`src/hw/rtl/fipa_pkg.sv`:
```
// ----------------------------------------------------------------------------
// fipa_pkg - shared types and codes of the identifier pool allocator
// Request and response codes, field widths and the control bundle that the
// sequencer broadcasts to every cell of the list.
// ----------------------------------------------------------------------------
`default_nettype none

package fipa_pkg;

   localparam int ID_W  = 8;
   localparam int ACT_W = 2;
   localparam int STA_W = 2;

   // request actions
   localparam logic [ACT_W-1:0] ACT_ALLOC  = 2'd0;
   localparam logic [ACT_W-1:0] ACT_RETURN = 2'd1;
   localparam logic [ACT_W-1:0] ACT_FREE   = 2'd2;
   localparam logic [ACT_W-1:0] ACT_RSVD   = 2'd3;

   // response status codes
   localparam logic [STA_W-1:0] STAT_GRANTED   = 2'd0;
   localparam logic [STA_W-1:0] STAT_NONE_FREE = 2'd1;
   localparam logic [STA_W-1:0] STAT_RELEASED  = 2'd2;
   localparam logic [STA_W-1:0] STAT_NOT_FOUND = 2'd3;

   // broadcast from the sequencer to all cells
   typedef struct packed {
      logic             start;    // new request: token to head cell
      logic             advance;  // chain steps this cycle
      logic             finish;   // request completes on this step
      logic             hit_any;  // some cell matched this cycle
      logic [ACT_W-1:0] op;
      logic [ID_W-1:0]  ident;
   } fipa_ctl_type;

endpackage

`default_nettype wire

```
`src/hw/rtl/fipa_cell.sv`:
```
// ----------------------------------------------------------------------------
// fipa_cell - one list position of the identifier pool
// Holds an identifier and its used mark, passes the search token to the next
// cell, and takes its successor's contents when the list closes a gap.
// ----------------------------------------------------------------------------
`default_nettype none

module fipa_cell #(
   parameter int INDEX = 0
) (
   input  wire logic                        clock,
   input  wire logic                        reset,
   input  wire fipa_pkg::fipa_ctl_type      ctl,
   input  wire logic                        prv_tok,
   input  wire logic [fipa_pkg::ID_W-1:0]   nxt_slot,
   input  wire logic                        nxt_used,
   output logic      [fipa_pkg::ID_W-1:0]   slot,
   output logic                             used,
   output logic                             tok,
   output logic                             hit
);

   logic [fipa_pkg::ID_W-1:0] slot_ff, slot_in;
   logic                      used_ff, used_in;
   logic                      tok_ff, tok_in;
   logic                      seen_ff, seen_in;
   logic                      match;
   logic                      shift;

   always_comb begin
      case (ctl.op)
         fipa_pkg::ACT_ALLOC:  match = !used_ff;
         fipa_pkg::ACT_RETURN: match = used_ff && (slot_ff == ctl.ident);
         fipa_pkg::ACT_FREE:   match = used_ff && (slot_ff == ctl.ident);
         default:              match = 1'b0;
      endcase
   end

   assign hit = tok_ff & match;

   // cells at or behind the token (not yet passed) move up on free-to-back
   assign shift = ctl.advance & ctl.hit_any & (ctl.op == fipa_pkg::ACT_FREE)
                  & (tok_ff | !seen_ff);

   always_comb begin
      slot_in = slot_ff;
      used_in = used_ff;
      tok_in  = tok_ff;
      seen_in = seen_ff;
      if (ctl.start) begin
         tok_in  = (INDEX == 0);
         seen_in = 1'b0;
      end else if (ctl.advance) begin
         seen_in = seen_ff | tok_ff;
         tok_in  = ctl.finish ? 1'b0 : prv_tok;
         if (shift) begin
            slot_in = nxt_slot;
            used_in = nxt_used;
         end else if (hit) begin
            case (ctl.op)
               fipa_pkg::ACT_ALLOC:  used_in = 1'b1;
               fipa_pkg::ACT_RETURN: used_in = 1'b0;
               default:              used_in = used_ff;
            endcase
         end
      end
   end

   always_ff @(posedge clock) begin
      if (reset) begin
         slot_ff <= fipa_pkg::ID_W'(INDEX + 1);
         used_ff <= 1'b0;
         tok_ff  <= 1'b0;
         seen_ff <= 1'b0;
      end else begin
         slot_ff <= slot_in;
         used_ff <= used_in;
         tok_ff  <= tok_in;
         seen_ff <= seen_in;
      end
   end

   assign slot = slot_ff;
   assign used = used_ff;
   assign tok  = tok_ff;

endmodule

`default_nettype wire

```
`config.mk`:
```
export PLATFORM = sky130hd
export DESIGN_NAME = fipa_cell
export DESIGN_NICKNAME = d
export VERILOG_FILES = /design/src/hw/rtl/fipa_pkg.sv /design/src/hw/rtl/fipa_cell.sv
export SDC_FILE = /design/constraint.sdc
export NUM_CORES = 1
export LEC_CHECK = 0
export ABC_AREA = 1
export BUFFER_PORTS_ARGS = -buffer_cell sky130_fd_sc_hd__buf_2
export CAP_MARGIN = 5
export CORE_MARGIN = 2
export CORE_UTILIZATION = 30
export DETAILED_ROUTE_END_ITERATION = 8
export PLACE_DENSITY = 0.57
export SYNTH_ARGS = -nofsm -noshare
export SYNTH_HDL_FRONTEND = slang
export SYNTH_SLANG_ARGS = --single-unit
```
`constraint.sdc`:
```
create_clock -name clock -period 1.5 [get_ports clock]
set_input_delay 0.3 -clock clock [delete_from_list [all_inputs] [get_ports clock]]
set_output_delay 0.3 -clock clock [all_outputs]
set_load 0.01 [all_outputs]
```
==> results.toml <==
[run_status]
outcome = "finished, violations left"
violations = "setup timing"

[placed_design]
place.gp.congestion = 0.8240
placed_area_um2 = 924.6
place_hpwl_mm = 1.306
buffer_ports.inserted = 36
placedCellCount = 176
pre_cts_slack_ns = -0.1017

[detailed_routing]
detail_route.wirelength_mm = 1.576
dr_total_vias = 767
drtPass1Iterations = 3
final_antenna_net_count = 0
detailedRoute.firstIterationViolations = 4
wl_per_instance_um = 8.707
route.detailed.drc = 0
via_per_inst = 4.238

[yosys]
syn_nets = 138
synthesis.area_per_instance_um2 = 6.326
mappedNetlistArea_um2 = 683.2
yosysTopAreaCell = "sky130_fd_sc_hd__dfxtp_1"
post_synth_main_area_contributors = "sky130_fd_sc_hd__dfxtp_1 (32%), sky130_fd_sc_hd__nand2_1 (14%), sky130_fd_sc_hd__inv_1 (12%), sky130_fd_sc_hd__ha_1 (7.3%), sky130_fd_sc_hd__nor2_1 (6.6%)"
synth_top_cell_area_share_pct = 32.23
synth.lib_cells_used.distinct = 17
synth_warnings = 0
synth.ff_latch_count = 11
synthesis.instances = 108
synth.yosys.seq_area_share_pct = 32.23

[setup_path]
end_kind = "output port"
timing.critical_path.fanout_max = 3
critical_path_cell_sequence = "inv_2, nand2_1, nand2_1, nor2_1, nand2_1, nor2_1, nand2_1, nand2_1, nand2_2, inv_1, buf_2"
cpLargestDelayFamily = "simple AND/OR/NAND/NOR gates"
crit_path_top_delay_cell = "sky130_fd_sc_hd__dfxtp_2"
reg2reg_to = "used"
worst-r2r-setup-slack_ns = 0.16
timing_worst_setup_path_type = "reg2out"
worst-endpoint-required_ns = 1.20
crit_arrival_ns = 1.32
cp-start-kind = "register"
cp.buffers_inverters = 3
max_stage_delay_on_crit_path_ns = 0.34
reg2reg_from = "slot[3]"
worst-r2r-cell-count = 14
crit_top_cell = "sky130_fd_sc_hd__nand2_1"

[sta]
post-route-min-period_ns = 1.622
hold-worst-slack_ns = 0.2168
worst-slew-pin-transition_ns = 0.2657
sum_of_negative_setup_slack_ns = -0.1217
finalSetupViolations = 1
clock-skew-final_ns = 0.005065
timing_max_transition_violations_final = 0
timing.max_slew.rel_slack_pct = 82.26
postLayoutSetupSlackWorst_ns = -0.1217
fin_crit_sh_pct = 108.1
grt_setup_unrepaired = "yes"
fmax_mhz = 616.6
timing.final.hold_violations = 0

[floorplanning]
die_h_um = 51.72
initial_utilization_pct = 31.18
dieArea_mm2 = 0.002675
fp-row-count = 17
num_io_pins = 37
chipWidth_um = 51.72
floorplan.core_area_mm2 = 0.002191

[power]
intPower_w = 0.0004634
p_sw_w = 0.0001640
pwr-share-comb_pct = 19.7
p_leak_nw = 0.5657
total_power_divided_by_cell_area_mw_per_mm2 = 644.4
irDropWorstVdd_uv = 295.8
clock_power_share_pct = 31.5
power_frac_seq_pct = 48.8
power.share.switching_pct = 26.14

[layout]
layout.cells.most_common = "sky130_fd_sc_hd__buf_2"
final_cell_mix = "sky130_fd_sc_hd__buf_2 (36), sky130_fd_sc_hd__nand2_1 (25), sky130_fd_sc_hd__inv_1 (19)"
syn_to_final_growth_pct = 42.49
number_of_antenna_diodes = 0
final_design_area_excluding_fillers_um2 = 973.4
finish.net_count = 184
drive_above_1_share_pct = 39.22
post_layout_nonfiller_instances = 181

[hold_path]
min_path_cells = 2
endpoint_of_the_worst_hold_path = "tok"
hold_start = "reset"
hold_class = "in2reg"

[run]
number_of_max_cap_violations = 0

[global_route]
grt_first_pass_wirelength_mm = 2.601
grt_start_max_net_pins = 14
grt.overflow.total = 0
antenna_found_initial = 0
globalRouteTotalUtil_pct = 12.72
first_global_vias = 685

[clock_tree]
clock_tree.root_cell = "sky130_fd_sc_hd__clkbuf_4"
max-clock-path-buffers = 2
ctsHtreeMaxLevel = 1
cts_sinks = 11
clock_insertion_delay_worst_skew_ns = 0.26
cts.clk_slew.worst_paths_ns = 0.07
numCtsBuffers = 3
tritoncts = "yes"
[flip-flops by register name (all words and copies together) (netlist names)]
name and cells:
tok 1, seen_ff 1, used 1, slot 8
[layout make-up]
type	count	area, um^2
clock buffers	4	26.28
fillers	255	1217
inverters	24	90.09
multi-input cells	72	371.6
flip-flops and latches	11	225.2
well taps	28	35.03
repair buffers	42	225.2
[synth_stat cells]
cell / number
sky130_fd_sc_hd__nor2_1: 12
sky130_fd_sc_hd__o21ai_0: 8
sky130_fd_sc_hd__inv_2: 3
sky130_fd_sc_hd__buf_6: 1
sky130_fd_sc_hd__nor3_1: 1
sky130_fd_sc_hd__o21ai_2: 1
sky130_fd_sc_hd__a21oi_1: 8
sky130_fd_sc_hd__dfxtp_1: 11
sky130_fd_sc_hd__inv_1: 21
sky130_fd_sc_hd__ha_1: 4
sky130_fd_sc_hd__nand3_1: 3
sky130_fd_sc_hd__nand2_1: 25
sky130_fd_sc_hd__o21ai_1: 3
sky130_fd_sc_hd__xnor2_1: 2
sky130_fd_sc_hd__nand2_2: 2
sky130_fd_sc_hd__nor2_2: 2
sky130_fd_sc_hd__and3_1: 1
[per-layer routing]
layer  GRT usage (%)  share of wire, %
met5               0                 0
met4           3.947              0.70
met3           2.874               7.6
met2           22.01                45
met1           15.58                47
[power by group through the flow]
| stage | logic (W) | clock network, W | registers (W) |
|---|---|---|---|
| 2_1_floorplan | 0.0000559 | 0 | 0.000316 |
| 3_3_place_gp | 0.000119 | 0 | 0.000312 |
| 3_5_place_dp | 0.000122 | 0 | 0.000313 |
| 4_1_cts | 0.000123 | 0.000205 | 0.000306 |
| 5_1_grt | 0.000144 | 0.000220 | 0.000308 |
| 6_report | 0.000124 | 0.000197 | 0.000306 |
[repair_timing]
action | 4_1_cts | 5_1_grt
endpoints found under the setup margin | 1 | 1
endpoints found under the hold margin | 0 | 0
hold buffers | 0 | 0
resized for setup | 5 | 3
buffers inserted | 0 | 1
pin swaps | 0 | 4
[stage by stage]
stage | util, % | power, W
2_1_floorplan | - | 0.0003715
3_3_place_gp | 42.20 | 0.0004317
3_5_place_dp | 42.20 | 0.0004346
4_1_cts | 43.63 | 0.0006340
5_1_grt | 44.43 | 0.0006718
6_report | 44.43 | 0.0006273
[logic make-up after synthesis]
family | Yosys count | synth area share [%]
compound gates | 20 | 15.20
xor+xnor | 2 | 2.565
fa+ha+maj | 4 | 7.326
buf+inv | 25 | 14.84
flops | 11 | 32.23
simple gates | 46 | 27.84
[worst reg2reg max path, cell delays in order, from the launching register on]
cell                      delay, ns
sky130_fd_sc_hd__dfxtp_2       0.34
sky130_fd_sc_hd__inv_2         0.04
sky130_fd_sc_hd__nand2_1       0.04
sky130_fd_sc_hd__nand2_1       0.05
sky130_fd_sc_hd__nor2_1        0.09
sky130_fd_sc_hd__nand2_1       0.06
sky130_fd_sc_hd__nor2_1        0.10
sky130_fd_sc_hd__nand2_1       0.06
sky130_fd_sc_hd__nand2_1       0.08
sky130_fd_sc_hd__nand2_2       0.05
sky130_fd_sc_hd__buf_4         0.13
sky130_fd_sc_hd__nand2_4       0.05
sky130_fd_sc_hd__nand3_2       0.05
sky130_fd_sc_hd__nand2_1       0.07
sky130_fd_sc_hd__nor2_2        0.03
[how the worst max path moves through the flow]
stage          startpoint   end  slack [ns]  cells past startpoint
2_1_floorplan      ctl[8]  used        0.14                      9
3_3_place_gp       ctl[9]   hit       -0.06                     10
3_5_place_dp       ctl[8]   hit       -0.10                     10
4_1_cts           slot[1]   hit       -0.13                     11
5_1_grt           slot[3]   hit       -0.31                     11
6_report          slot[3]   hit       -0.12                     11
(Power assumes the default switching activity.)
